File: src/sv/ppu_pkg.sv
package ppu_pkg;

   localparam int CNT_OUT_W = 11;
   localparam int THR_W     = 11;
   localparam logic [THR_W-1:0] THR_RESET = 11'd100;

   localparam logic [1:0] REQ_CREATE  = 2'd0;
   localparam logic [1:0] REQ_TICK    = 2'd1;
   localparam logic [1:0] REQ_COMPACT = 2'd2;
   localparam logic [1:0] REQ_READ    = 2'd3;

   localparam logic [1:0] ST_DONE = 2'd0;
   localparam logic [1:0] ST_FULL = 2'd1;
   localparam logic [1:0] ST_SKIP = 2'd2;

   localparam logic [2:0] ADDR_THR = 3'd0;

   typedef struct packed {
      logic             alive;
      logic [31:0]      life;
      logic [2:0][31:0] pos;
      logic [2:0][15:0] dir;
      logic [31:0]      speed;
   } slot_type;

   typedef struct packed {
      logic a_en;
      logic b_en;
   } move_ctl_type;

endpackage

File: src/sv/ppu_axis.sv
module ppu_axis
   import ppu_pkg::*;
(
   input  logic         clock,
   input  move_ctl_type ctl,
   input  logic [15:0]  dir,
   input  logic [31:0]  speed,
   input  logic [15:0]  dt,
   input  logic [31:0]  pos,
   output logic [31:0]  moved
);

   logic [47:0] p1_ff;
   logic [63:0] p2_ff;
   logic        neg_ff;
   logic [15:0] mag;
   logic [35:0] delta;
   logic [35:0] sum;

   // |dir|; the most negative code maps to 0x8000 unsigned
   assign mag = dir[15] ? 16'(-dir) : dir;

   always_ff @(posedge clock) begin
      if (ctl.a_en) begin
         p1_ff  <= {32'b0, mag} * {16'b0, speed};
         neg_ff <= dir[15];
      end
      if (ctl.b_en) begin
         p2_ff <= {16'b0, p1_ff} * {48'b0, dt};
      end
   end

   // 46 fraction bits down to 16: truncate magnitude, then apply sign
   assign delta = neg_ff ? 36'(-{2'b0, p2_ff[63:30]}) : {2'b0, p2_ff[63:30]};
   assign sum   = {{4{pos[31]}}, pos} + delta;

   always_comb begin
      if ($signed(sum) > 36'sd2147483647) begin
         moved = 32'h7FFF_FFFF;
      end else if ($signed(sum) < -36'sd2147483648) begin
         moved = 32'h8000_0000;
      end else begin
         moved = sum[31:0];
      end
   end

endmodule

File: config.mk
export PLATFORM = sky130hd
export DESIGN_NAME = ppu_axis
export DESIGN_NICKNAME = d
export VERILOG_FILES = /design/src/sv/ppu_pkg.sv /design/src/sv/ppu_axis.sv
export SDC_FILE = /design/constraint.sdc
export NUM_CORES = 2
export LEC_CHECK = 0
export ABC_CLOCK_PERIOD_IN_PS = 11750
export BUFFER_PORTS_ARGS = -buffer_cell sky130_fd_sc_hd__buf_2
export CORE_MARGIN = 1
export CORE_UTILIZATION = 40
export CTS_CLUSTER_DIAMETER = 150
export DETAILED_ROUTE_END_ITERATION = 7
export GPL_TIMING_DRIVEN = 0
export SYNTH_ARGS = -nofsm -noshare
export SYNTH_HDL_FRONTEND = slang
export SYNTH_SLANG_ARGS = --single-unit
export TNS_END_PERCENT = 50
File: constraint.sdc
create_clock -name clock -period 11.75 [get_ports clock]
set_clock_uncertainty 0.05 [all_clocks]
set_input_delay 0.5875 -clock clock [delete_from_list [all_inputs] [get_ports clock]]
set_output_delay 0.5875 -clock clock [all_outputs]
set_load 0.1 [all_outputs]
* Yosys cells after proc, flatten, opt, wreduce, memory -nomap -nowiden
Index checks and enable logic that the tools add are counted.
** Storage, ports and cells
- Bits in latches :: 0
- Bits in read-only memories :: 0
- Word-level logic and storage cells :: 14
- Memories :: 0
- Bits in writable memories :: 0
- Register bits after elaboration :: 113
- Output and inout port bits :: 32
- Bits of input ports :: 99
** Operators by class
- Divide/modulo/power cells :: 0
- Reductions and logical operators :: 0
- Equality and inequality tests :: 0
- Multiplexer cells :: 4
- $mul :: 2
- Shift-type cells :: 0
- Order comparisons :: 2
- Add/subtract/negate cells :: 3
- Bitwise logic cells :: 0
** Operators with widths (count)
- multiplier 48 x 16 -> 64 bit :: 1
- two-way mux 32 bit :: 2
- multiplier 16 x 32 -> 48 bit :: 1
- adder 36 bit :: 1
- greater-than comparator 36 x 32 -> 1 bit (second input constant) :: 1
- less-than comparator 36 x 32 -> 1 bit (second input constant) :: 1
- two-way mux 36 bit :: 1
- negator 34 -> 36 bit :: 1
- two-way mux 16 bit :: 1
- negator 16 bit :: 1

* Logic depth before layout (Yosys ltp)
- Depth after elaboration :: 6
- Depth in mapped cells :: 33
- Depth with buffers taken out :: 31

* Least setup slack after synthesis
No wires, ideal clock.
- Kind :: input to register
- Start point :: input port dir[0]
- End point :: register p1_ff[46], data pin
- Required time :: 11435 ps
- Stages on the path :: 31
- Slack :: 3651 ps
- Buffers on the path :: 3
- Arrival time :: 7784 ps
- Library setup time :: 265 ps
- Cells stage by stage :: clkbuf_1 -> clkbuf_1 -> inv_1 -> ha_1 -> nand2_1 -> or2_2 -> o21ai_0 -> nand2_1 -> xor2_1 -> clkbuf_1 -> nand2_1 -> fa_1 -> inv_1 -> fa_1 -> fa_1 -> fa_1 -> fa_1 -> inv_1 -> fa_1 -> inv_1 -> ha_1 -> and3_1 -> nor4b_1 -> a211oi_1 -> or2_2 -> o31ai_1 -> a211oi_1 -> a21o_1 -> o31ai_1 -> nor4b_1 -> or3_1
** On the way
- Longest elaborated chain between the ends :: 3
** RTL lines
- start, declared :: RTL line ppu_axis.sv:6 : input logic [15:0] dir,
- negator 16 bit :: RTL line ppu_axis.sv:21 : assign mag = dir[15] ? 16'(-dir) : dir;
- two-way mux 16 bit (*) :: RTL line ppu_axis.sv:21
- multiplier 16 x 32 -> 48 bit (*) :: RTL line ppu_axis.sv:25 : p1_ff <= {32'b0, mag} * {16'b0, speed};
- end signal, assigned :: RTL line ppu_axis.sv:25
- end, declared :: RTL line ppu_axis.sv:13 : logic [47:0] p1_ff;
Mark *: on every way between the ends. The rest lies on a longest branch, timed or not.
A chain may end at the register's enable or synchronous reset.

* Worst setup path after layout
Same ends and word-level chain as after synthesis.

==> run_results.csv <==
group,metric,value,unit
clock_network,post_cts_buffers,0,
die,core_area,0.109,sq mm
clock_network,clock-sinks,83,
timing,setup_tns,0,ps
die,die-area,0.111,sq mm
timing,worstMarginPinSlew,1330,ps
die,io_pins,131,
yosys,synth_warnings,0,
clock_network,post_cts_resize_count,0,
finish,area_growth,6.15,%
timing,post-route-period-util,88.2,%
drt,ant_nets,0,
yosys,synth_area_leaders,"fa_1, inv_1, nand2_1, ha_1, edfxtp_1",
finish,final_util,42.8,%
yosys,synth_top_family_by_area,"adder cells",
clock_network,htree_levels,3,
clock_network,insertion_delay,400,ps
outcome,status,"complete, no violations",
timing,max_slew_margin,10.5,%
drt,first_pass_iters,6,
place,port_buffers,115,
timing,setup_violations,0,
drt,via_per_inst,5.16,
global_route,antenna_found_initial,3,
drt,route.detailed.drc,0,
timing,slew_violations,0,
yosys,synth.yosys.seq_area_share,5.69,%
yosys,syn_avg_cell_area,8.86,sq um
global_route,grt.total_usage,24.1,%
critical_path,start_kind,"primary input",
clock_network,cts.root.buffer_cell,"clkbuf_16",
yosys,yosysUniqueCellTypes,64,
global_route,grt_max_degree,50,
critical_path,cp_data_arrival_time,10470,ps
clock_network,cts_hold_buf,0,
yosys,synth_nets,6394,
yosys,yosys.area_share.simple,16.8,%
yosys,yosys.area_share.adder,56.7,%
die,die_x,333,microns
yosys,synthMuxAreaShare,0,%
yosys,synth-edff-count,83,
clock_network,cts_tree,"done",
yosys,synth_xor_area_share,3.14,%
min_path,hp-class,"primary input to flop",
place,dp_hpwl,113,mm
yosys,synth_top_area_share,48.5,%
yosys,synth_compound_area_share,6.36,%
timing,timing.hold.ws,541,ps
critical_path,critPathKind,"primary input to flop",
critical_path,setup.worst_path.end_class,"flop",
finish,instances_no_fill,6497,
timing,fmax,96.5,MHz
finish,fin_nets,6521,
yosys,ys.flop_type,"edfxtp_1",
die,start_util,40.3,%
drt,wirelength,131,mm
yosys,postSynthCellCount,4945,
global_route,grt_pass1_vias,35200,
clock_network,clkTransAtPathRegs,90,ps
timing,rsz0062_at_grt,"false",
critical_path,crit_slowest_cell,"xnor2_1",
yosys,syn_area,0.0438,sq mm
drt,num_vias,33500,
clock_network,cts_buffers,9,
timing,finalHoldViolations,0,
die,rows,121,
flow_run,drv_cap,0,
drt,drt_iter0_drc,2534,
clock_network,cts_buffer_depth,2,
global_route,grt_pass1_wl,204,mm
global_route,grt_overflow_total,0,
critical_path,path_max_fanout,10,
place,gp_congestion,0.968,
critical_path,critPathMaxStageDelay,1020,ps
yosys,yosys.area.top_type,"fa_1",
yosys,async_flop_share,0,%
yosys,synth_seq_cells,83,
critical_path,required,11850,ps
drt,post_drt_wl_per_cell,20.1,microns
place,dpl.cell_count,6475,
timing,min_period,10370,ps
die,chipHeight,333,microns
finish,drive_gt1_share,3.15,%
[critical path: cells and delay by family]
kind	cells	cell delay [ps]
adders and majority gates	8	3840
and+or+nand+nor	7	1560
AOI/OAI and AO/OA	5	1140
buffers and inverters	9	2280
xor gates and xnor gates	1	1020
[logic make-up after synthesis]
group                    Yosys count
AND/OR/NAND/NOR                 1604
adder cells (fa/ha/maj)         1350
buffers and inverters           1305
AO/OA/AOI/OAI                    446
XOR/XNOR                         157
flip-flops                        83
[routing by layer]
metal | global-route usage, % | routed length (microns) | up-vias
met5 | 0 | 0 | -
met4 | 9.26 | 5520 | 0
met3 | 3.53 | 9550 | 189
met2 | 38.8 | 59800 | 1186
met1 | 32.6 | 55800 | 17100
li1 | - | - | 15000
[state kept, by name (all words and copies together), names as in the netlist]
signal,count
neg_ff,1
p1_ff,48
p2_ff,34
[metrics by stage]
stage	area, sq um	setup slack, ps
2_1_floorplan	43800	3650
3_3_place_gp	46100	1030
4_1_cts	46500	1390
3_5_place_dp	46200	975
5_1_grt	46500	951
6_report	46500	1380
[cell usage after synthesis, types with 4 or more instances]
library cell / instances
nor2b_1: 20
o21a_1: 10
a221oi_1: 6
fa_1: 1060
o211ai_1: 12
a31oi_1: 15
nand2_1: 1010
a221o_1: 5
a21o_1: 48
a211o_1: 5
o41ai_1: 6
xnor2_1: 112
nor3_1: 17
ha_1: 290
nor2_1: 65
inv_1: 1074
and4_1: 6
nor4b_1: 4
clkbuf_1: 225
and3_1: 19
nand3_1: 21
a21oi_1: 139
or4_1: 5
edfxtp_1: 83
and2_1: 368
nand2b_1: 16
nand4_1: 22
o21bai_1: 12
o31ai_1: 24
a41oi_1: 5
o21ai_1: 28
o21ai_0: 89
or3_1: 10
a211oi_1: 15
xor2_1: 45
or2_2: 6
[cell usage in the layout (no fill, tap or decap), types with 9 or more instances in the layout]
cell type / netlist / routed
buf_2: 3 / 118
o21a_1: 10 / 10
or3_1: 10 / 10
clkbuf_16: 0 / 9
xnor2_1: 112 / 112
xor2_1: 45 / 45
o211ai_1: 12 / 12
o21ai_1: 28 / 29
nand2_1: 1010 / 1010
edfxtp_1: 83 / 83
nor2b_1: 20 / 20
and3_1: 19 / 19
o31ai_1: 24 / 24
a21oi_1: 139 / 139
a21o_1: 48 / 48
inv_1: 1074 / 1074
nor2_1: 65 / 65
ha_1: 290 / 290
fa_1: 1060 / 1060
a31oi_1: 15 / 15
o21bai_1: 12 / 12
o21ai_0: 89 / 88
nand3_1: 21 / 21
and2_1: 368 / 368
nand4_1: 22 / 22
clkbuf_1: 225 / 225
nor3_1: 17 / 17
nand2b_1: 16 / 16
a211oi_1: 15 / 15
[worst paths after layout]
kind	from	slack [ps]	cells after the start	endpoint
max	dir[0]	1380	30	p1_ff[46]
min	dir[15]	540	1	neg_ff
max reg2reg	p1_ff[18]	3640	22	p2_ff[63]
min reg2reg	p1_ff[47]	1380	5	p2_ff[63]
[final cells by class]
class	instances	area, sq um
plain buffers	231	893
clock inverters	7	92.6
well taps	1414	1770
flip-flops and latches	83	2490
diodes	6	15.0
fillers	10800	62200
repair buffers	116	583
multi-input cells	3557	36400
clock buffers	9	225
inverters	1074	4030
Power is left out: the tool's default activity adds up to more than one toggle a clock period on the data nets, which glitch-free logic cannot reach.
